<file path="src/hw/rtl/sdes_pkg.sv">
// Shared types and constants for the servo drive enable sequencer.
// Holds control word codes, register indexes, stream packing offsets and limits.
// No dependencies.
package sdes_pkg;

	// Configuration register indexes.
	localparam logic [1:0] REG_CMD_GAIN   = 2'd0;
	localparam logic [1:0] REG_FB_GAIN    = 2'd1;
	localparam logic [1:0] REG_RPM_GAIN   = 2'd2;
	localparam logic [1:0] REG_FAULT_GRACE = 2'd3;

	localparam int GAIN_W  = 48;
	localparam int GRACE_W = 31;
	localparam int CFG_W   = 48;
	localparam logic [GRACE_W-1:0] GRACE_RESET = 31'd100000000;

	// Control word codes.
	localparam logic [7:0] CW_NONE        = 8'h00;
	localparam logic [7:0] CW_SHUTDOWN    = 8'h06;
	localparam logic [7:0] CW_SWITCH_ON   = 8'h07;
	localparam logic [7:0] CW_ENABLE_OP   = 8'h0f;
	localparam logic [7:0] CW_FAULT_RESET = 8'h80;

	// Status flag positions.
	localparam int FLAG_READY    = 0;
	localparam int FLAG_SWON     = 1;
	localparam int FLAG_OPER     = 2;
	localparam int FLAG_FAULT    = 3;
	localparam int FLAG_DISABLED = 4;
	localparam logic [6:0] FLAGS_FAULT_ONLY = 7'h08;

	// Saturation limits.
	localparam logic [30:0] CMD_LIMIT = 31'h7fffffff;
	localparam logic [46:0] FB_LIMIT  = 47'h7fffffffffff;

	// Input stream packing (tdata), lowest field first.
	localparam int IN_W        = 128;
	localparam int IN_STATUS_LO = 0;
	localparam int IN_VEL_LO   = 16;
	localparam int IN_PERIOD_LO = 48;
	localparam int IN_ENABLE   = 78;
	localparam int IN_CMD_LO   = 79;

	// Output stream packing (tdata).
	localparam int OUT_W = 192;

	// Per-item control outcome from the state sequencer.
	typedef struct packed {
		logic [6:0] flags;
		logic       enabled;
		logic       fault;
		logic [7:0] ctrl_word;
	} ctrl_result_t;

endpackage

</file>
<file path="src/hw/rtl/sdes_state_ctrl.sv">
// Status decode, fault grace timer and control word generation.
// Holds the fault timer, fault hold and last velocity state. Depends on sdes_pkg.
module sdes_state_ctrl (
	input  logic                          clk,
	input  logic                          arst_n,
	input  logic                          accept,
	input  logic                          link_operational,
	input  logic [15:0]                   status_word,
	input  logic [31:0]                   vel_raw,
	input  logic [29:0]                   period_ns,
	input  logic                          enable,
	input  logic [sdes_pkg::GRACE_W-1:0]  fault_grace_ns,
	output sdes_pkg::ctrl_result_t        result,
	output logic [31:0]                   vel_sel
);

	logic signed [31:0] fault_timer_q;
	logic               fault_hold_q;
	logic [31:0]        last_velocity_q;

	logic [6:0]         flags;
	logic               fault_now;
	logic               timer_expired;
	logic signed [31:0] timer_next;

	assign timer_expired = (fault_timer_q <= 32'sd0);

	always_comb begin
		if (link_operational) begin
			flags = {status_word[11], status_word[7], status_word[6], status_word[3],
				status_word[2], status_word[1], status_word[0]};
		end else begin
			flags = sdes_pkg::FLAGS_FAULT_ONLY;
		end
	end

	always_comb begin
		timer_next = fault_timer_q;
		fault_now  = fault_hold_q;
		if (link_operational) begin
			fault_now = 1'b0;
			if (enable && flags[sdes_pkg::FLAG_FAULT]) begin
				if (timer_expired) begin
					fault_now = 1'b1;
				end else begin
					timer_next = fault_timer_q - $signed({2'b00, period_ns});
				end
			end else begin
				timer_next = $signed({1'b0, fault_grace_ns});
			end
		end
	end

	always_comb begin
		result.ctrl_word = sdes_pkg::CW_NONE;
		if (enable) begin
			if (flags[sdes_pkg::FLAG_FAULT]) begin
				result.ctrl_word = sdes_pkg::CW_FAULT_RESET;
			end else if (flags[sdes_pkg::FLAG_DISABLED]) begin
				result.ctrl_word = sdes_pkg::CW_SHUTDOWN;
			end else if (flags[sdes_pkg::FLAG_READY]) begin
				result.ctrl_word = flags[sdes_pkg::FLAG_SWON] ? sdes_pkg::CW_ENABLE_OP
					: sdes_pkg::CW_SWITCH_ON;
			end
		end
		result.flags   = flags;
		result.enabled = flags[sdes_pkg::FLAG_READY] & flags[sdes_pkg::FLAG_SWON]
			& flags[sdes_pkg::FLAG_OPER];
		result.fault   = fault_now;
	end

	// Feedback is computed from the newest velocity seen while the link was up.
	assign vel_sel = link_operational ? vel_raw : last_velocity_q;

	always_ff @(posedge clk or negedge arst_n) begin
		if (!arst_n) begin
			fault_timer_q   <= '0;
			fault_hold_q    <= 1'b0;
			last_velocity_q <= '0;
		end else if (accept) begin
			fault_timer_q   <= timer_next;
			fault_hold_q    <= fault_now;
			last_velocity_q <= vel_sel;
		end
	end

endmodule

</file>
<file path="config.mk">
export PLATFORM = sky130hd
export DESIGN_NAME = sdes_state_ctrl
export DESIGN_NICKNAME = d
export VERILOG_FILES = /design/src/hw/rtl/sdes_pkg.sv /design/src/hw/rtl/sdes_state_ctrl.sv
export SDC_FILE = /design/constraint.sdc
export NUM_CORES = 1
export LEC_CHECK = 0
export ABC_AREA = 1
export BUFFER_PORTS_ARGS = -buffer_cell sky130_fd_sc_hd__buf_2
export CAP_MARGIN = 30
export CORE_MARGIN = 5
export CORE_UTILIZATION = 54
export CTS_CLUSTER_SIZE = 25
export DETAILED_ROUTE_END_ITERATION = 8
export PLACE_DENSITY = 0.82
export SLEW_MARGIN = 20
export SYNTH_ARGS = -nofsm -noshare
export SYNTH_HDL_FRONTEND = slang
export SYNTH_SLANG_ARGS = --single-unit
</file>
<file path="constraint.sdc">
create_clock -name clk -period 2.7 [get_ports clk]
set_input_delay 0.81 -clock clk [delete_from_list [all_inputs] [get_ports clk]]
set_output_delay 0.81 -clock clk [all_outputs]
set_load 0.1 [all_outputs]
</file>
==> metrics.txt, run 1 <==
Crit. End Element=output port; Async SR Flop Fraction=100%; Synth Area in Compound Gates=roughly a tenth; RSZ-0062 raised after global routing=false; Synth Area in Adders=under 10%; vias per inst=between 4 and 5; initial drt markers=between 400 and 500; Die Span Y=115 um; buffers and inverters on the worst path=1; Clock Latency Late Sink=0.38 ns; first-pass iteration count of the detailed router=5; most frequent cells in the layout=nand2_1 (403), inv_1 (192), nor2_1 (106), buf_2 (104), dfrtp_1 (65); Lkg Pwr=roughly 4.7 nW; Fin. Hold Viols=0; DRT antenna net count=0; CORE AREA=about 11,000 um^2; final net count=around 1,300; multiplexer share of the synthesized area=0%; Synth Area in XOR/XNOR=less than 1%; largest net degree at the start of global routing=43; number of synthesized flops with an enable pin=0; final RePlAce weighted congestion=1.00; worst vdd ir=~500 uV; Clock Skews=between 0.01 and 0.015 ns; Arr. time, crit path=between 1.5 and 2 ns; cts hold-fix bufs=0; drt total wl=~17 mm; vias in the first global route=about 6,300; DP Worst Slack=-0.00709 ns; CP delay by family, top=simple AND/OR/NAND/NOR gates; maximum clock frequency=about 380 MHz; Main synth FF type=dfrtp_1; Initial Util=between 50% and 60%; YS warnings=0; number of remaining DRC errors=0; final-layout fill cell count=approximately 900; Max Slew Vio Count=0; clk sink count=65; post-synthesis sequential area ratio=roughly 27%; post-route minimum period=between 2 and 3 ns; CP max-delay cell=dfrtp_1; hpwl dp=about 14 mm; share of layout cells above drive strength 1=between 20% and 30%; critical path's most frequent cell=nand2_2; worst slew pin tran=a little over 0.6 ns; Hold WS=between 0.4 and 0.5 ns; Netlist Area Pre-Place=slightly below 6000 um^2; area grow syn2layout=36.8%; crit start category=register; clk buf depth=2; slowest cell delay on critical path=approximately 0.4 ns; Root Driver=clkbuf_8; gr usage total=between 20% and 30%; critical path class=reg2out; Yosys cell types=28; most common cell after layout, fill and taps aside=nand2_1; site row count=38; Die Wd=about 110 um; power density over the cells=639 nW/um^2; period utilization=a little over nine tenths; Max Fanout on Critical Path=3; outcome=finished clean; slew margin rel.=between 50 and 60%; Worst EP required=1.89 ns; global-route wire length before repair=28.1 mm; GR Overflow Total=0; largest family of logic cells by synthesized area=simple AND/OR/NAND/NOR gates; hold crit path type=in2async; CTS tree=built; H-tree Lvls=3; Cells after Synth=roughly 1,000; I/O Buffers=150; setup violators final=0; design area=roughly 8100 um^2; wire per inst=between 10 and 15 um; max-cap viol count=0; CP cell instances=nor2_1 > nand2_1 > nor2_2 > nand4_1 > nand2_2 > nand2_2 > o21ai_2 > buf_12; IO Pins=between 150 and 200; Post-Synth Simple-Gate Area=around two fifths; initial antenna violation count=0; die area=13,200 um^2; DP Area=between 7000 and 8000 um^2; post-route setup slack=0.0710 ns; Synth Register Bits=65; ant diodes=0; Vias=6,526; cts bufs inserted=9; Syn Area/Cell=around 5.8 um^2; clock-pin slew on the worst setup and hold paths=~0.080 ns
where the power goes:
part	internal, mW	switching, mW
clock network	0.351	0.406
logic	1.08	2.01
registers	1.18	0.151
final cells by class:
cell class                      count  area [um^2]  share of cell area, %
Clock inverter                      3         17.5                  0.216
Clock buffer                       12          145                   1.79
Sequential cell                    65         1630                   20.1
Multi-Input combinational cell    736         3780                   46.7
Timing Repair Buffer              165         1590                   19.7
Tap cell                          140          175                   2.16
Inverter                          197          756                   9.34
worst paths after layout:
check	cells after the start	end	from	slack [ns]
setup / recovery	8	result[8]	fault_timer_q[16]	0.07
hold / removal	1	fault_timer_q[0]	arst_n	0.44
setup reg to reg	13	fault_timer_q[28]	fault_timer_q[0]	0.46
hold reg to reg	2	last_velocity_q[26]	last_velocity_q[26]	0.49
max in group asynchronous	2	fault_timer_q[21]	arst_n	1.58
min in group clk	2	last_velocity_q[26]	last_velocity_q[26]	0.49
layer usage:
layer,vias to the layer above,track usage [%],share of wire (%)
met2,207,45.2,49
met5,-,0,0
met1,2911,32.0,41
met3,35,7.93,7.8
met4,0,8.92,2.6
li1,3373,-,-
flip-flops by register name, summed over array words and instances, names as in the netlist:
register and count:
last_velocity_q 32, fault_timer_q 32, fault_hold_q 1
stage by stage:
| step | power [mW] | cells | setup TNS, ns | utilization (%) |
|---|---|---|---|---|
| global route | 5.59 | 1318 | 0 | 75.0 |
| CTS | 5.15 | 1317 | 0 | 74.9 |
| finish | 5.17 | 1318 | 0 | 75.0 |
| global placement | 4.30 | 1302 | 0 | 73.3 |
| detailed placement | 4.38 | 1302 | -0.00709 | 73.3 |
| floorplan | 3.55 | 1030 | -0.832 | - |
Yosys cell counts (all sizes together), types with 3 or more instances:
cell type	count	share of area, %
a21oi	23	2.1
buf	21	2.8
clkbuf	11	0.70
dfrtp	65	27
ha	30	6.3
inv	197	13
nand2	411	26
nand3	50	4.2
nand4	7	0.74
nor2	110	7.1
nor3	6	0.51
o21ai	79	6.7
o21bai	5	0.63
or2	6	0.63
xor2	3	0.44
cells by family after synthesis:
logic type      Yosys count
xor+xnor                  4
other cells               1
fa+ha+maj                31
simple gates            591
buf+inv                 229
compound gates          107
flops                    65
worst register-to-register path: cells and delay by family (launching register included):
| kind | cells | cell delay, ns |
|---|---|---|
| AND/OR/NAND/NOR | 9 | 1.00 |
| buffers and inverters | 2 | 0.18 |
| flip-flops | 1 | 0.33 |
| adder cells (fa/ha/maj) | 2 | 0.62 |
timing repair:
item | 4_1_cts | 5_1_grt
gates resized for setup | 4 | 1
endpoints found under the setup margin | 1 | 1
setup buffers | 0 | 1
No activity file was read; power rests on OpenSTA's default activity.
==> run 2, diff against run 1 <==
- ABC_AREA: 1 -> 0
- CORE_UTILIZATION: 54 -> 52
- GPL_TIMING_DRIVEN: not set -> 0
==> metrics.txt, run 2 <==
outcome=finished with violations (was finished clean); failing checks=negative setup slack; post-route minimum period=2.82 ns (was 2.63 ns); Root Driver=clkbuf_8 (unchanged); initial antenna violation count=0 (unchanged); final-layout fill cell count=731 (was 884); initial drt markers=278 (was 499); gr usage total=25.9% (was 26.6%); Async SR Flop Fraction=100% (unchanged); design area=6690 um^2 (was 8090 um^2); Die Wd=108 um (was 115 um); Cells after Synth=561 (was 1,028); worst vdd ir=465 uV (was 495 uV); CTS tree=built (unchanged); Synth area leader=dfrtp_1 (unchanged); share of layout cells above drive strength 1=42.4% (was 20.2%); clk sink count=65 (unchanged); final net count=878 (was 1,319); grt met2 use=43.8% (was 45.2%); first-pass iteration count of the detailed router=7 (was 5); crit start category=register (unchanged); ranking of synthesized cells by area=dfrtp_1 (33%), mux2_2 (15%), ha_1 (7.6%) (was dfrtp_1 (27%), nand2_1 (26%), inv_1 (12%)); Fin. Hold Viols=0 (unchanged); share of the synthesized area in the top cell type=32.7% (was 27.5%); Arr. time, crit path=2.01 ns (was 1.82 ns); worst flop-to-flop path startpoint=fault_timer_q[6] (was fault_timer_q[0]); vias per inst=5.70 (was 4.95); # placed instances=842 (was 1,302); period utilization=104% (was 97.4%); most frequent cell after synthesis=mux2_2 (was nand2_1); most common cell after layout, fill and taps aside=buf_2 (was nand2_1); cts bufs inserted=9 (unchanged); Max Slew Vio Count=0 (unchanged); final RePlAce weighted congestion=0.971 (was 1.00); Worst Reg-to-Reg Cells=10 (was 13); drt total wl=15.6 mm (was 17.1 mm); vias in the first global route=4,960 (was 6,341); Main synth FF type=dfrtp_1 (unchanged); cts hold-fix bufs=0 (unchanged); Synth Register Bits=65 (unchanged); Yosys cell types=53 (was 28); post-route setup slack=-0.119 ns (was 0.0710 ns); Reg-to-Reg End=fault_timer_q[27] (was fault_timer_q[28]); area grow syn2layout=34.7% (was 36.8%); DP Worst Slack=-0.822 ns (was -0.00709 ns); top flop regs=fault_timer_q x32, last_velocity_q x32, fault_hold_q x1 (unchanged); IO Pins=163 (unchanged); Netlist Area Pre-Place=4970 um^2 (was 5920 um^2); most frequent cells in the layout=buf_2 (136), mux2_2 (64), dfrtp_1 (63), nand2_1 (43) (was nand2_1 (403), inv_1 (192), nor2_1 (106), buf_2 (104), dfrtp_1 (65)); max-cap viol count=0 (unchanged); Lkg Pwr=3.22 nW (was 4.72 nW); DRT antenna net count=0 (unchanged); CORE AREA=9280 um^2 (was 10,800 um^2); Syn Area/Cell=8.86 um^2 (was 5.76 um^2); busiest grt layer=met2 (unchanged); critical path class=reg2out (unchanged); post-synthesis sequential area ratio=32.7% (was 27.5%); GR Overflow Total=0 (unchanged); Die Span Y=108 um (was 115 um); die area=11,600 um^2 (was 13,200 um^2); YS warnings=0 (unchanged); number of remaining DRC errors=0 (unchanged); Initial Util=53.5% (was 54.8%); clk buf depth=2 (unchanged); Worst R2R Setup Slack=0.03 ns (was 0.46 ns); largest net degree at the start of global routing=47 (was 43); wire per inst=18.0 um (was 13.0 um); Crit. End Element=output port (unchanged); I/O Buffers=149 (was 150); maximum clock frequency=355 MHz (was 380 MHz); Overall Power=5.81 mW (was 5.17 mW); clock-pin slew on the worst setup and hold paths=0.09 ns (was 0.08 ns); number of synthesized flops with an enable pin=0 (unchanged); Clock Skews=0.0194 ns (was 0.0126 ns); RSZ-0062 raised after global routing=true (was false); GR Util met3=4.26% (was 7.93%); Post-Layout Cell Count=867 (was 1,318); slew margin rel.=59.7% (was 58.7%); H-tree Lvls=3 (unchanged); Vias=4,945 (was 6,526); DP Area=5990 um^2 (was 7920 um^2); hold crit path type=in2async (unchanged); setup violators final=4 (was 0); Worst EP required=1.89 ns (about the same); worst slew pin tran=0.605 ns (was 0.619 ns); ant diodes=0 (unchanged); hpwl dp=11.5 mm (was 13.8 mm); Clock Latency Late Sink=0.37 ns (was 0.38 ns); Max Fanout on Critical Path=4 (was 3); global-route wire length before repair=23.9 mm (was 28.1 mm); power density over the cells=868 nW/um^2 (was 639 nW/um^2); site row count=35 (was 38); met1 Use GR=32.4% (was 32.0%); top cells by count, synth=mux2_2 (66), dfrtp_1 (65), nand2_1 (46) (was nand2_1 (407), inv_1 (194), nor2_1 (109))
-- run 2: repair_timing --
item | 4_1_cts | 5_1_grt
pin swaps | 17 | 17
gates resized for setup | 57 | 34
endpoints found under the setup margin | 50 | 33
setup buffers | 6 | 5
-- run 2: cell type report --
type	instances	area [um^2]	area share, %
Multi-Input combinational cell	434	3420	51.2
Sequential cell	65	1630	24.4
Timing Repair Buffer	161	943	14.1
Buffer	28	186	2.79
Tap cell	129	161	2.41
Inverter	34	130	1.95
Clock buffer	10	128	1.91
Clock inverter	6	90.1	1.35
-- run 2: through the flow --
stage / TNS [ns] / hold WS [ns] / utilization (%)
after detailed placement: -15.76 / 0.490 / 64.5
after global placement: -13.97 / 0.483 / 64.2
after global routing: -0.737 / 0.343 / 72.1
after CTS: -0.279 / 0.332 / 70.2
final: -0.171 / 0.322 / 72.1
after floorplan: -14.82 / 0.475 / -
-- run 2: worst max-delay path by stage --
stage / startpoint / end / slack (ns) / cells past startpoint
after global placement: period_ns[0] / fault_timer_q[26] / -0.77 / 11
after floorplan: link_operational / result[3] / -0.79 / 4
after CTS: fault_timer_q[6] / result[8] / -0.16 / 7
after global routing: fault_timer_q[10] / result[8] / -0.17 / 6
after detailed placement: period_ns[0] / fault_timer_q[26] / -0.82 / 11
final: fault_timer_q[10] / result[8] / -0.12 / 6
-- run 2: layer usage --
layer  vias up  wire length (um)
met5         -                 0
met4         0               484
met3        44               996
met2       202              8020
met1      2360              6100
li1       2339                 -
-- run 2: cells by family after synthesis --
kind of cell	count (synthesis)	synth area share, %
and+or+nand+nor	175	16.9
AOI/OAI and AO/OA	133	17.5
muxes	70	15.8
DFF	65	32.7
buffers and inverters	64	5.21
adders and majority gates	31	7.96
xor gates and xnor gates	22	3.88
other	1	0.0755
-- run 2: report_power, final --
part	total, mW	internal (mW)	switching, mW
combinational	3.36	1.31	2.05
sequential	1.49	1.23	0.266
clock	0.955	0.524	0.431
total	5.81	3.06	2.75
-- run 2: critical path, stage by stage, from the launching register on --
cell and delay (ns):
dfrtp_2 0.45, nor4_4 0.33, nand4_1 0.18, nor2_1 0.13, o21a_1 0.20, mux2_4 0.18, buf_12 0.17
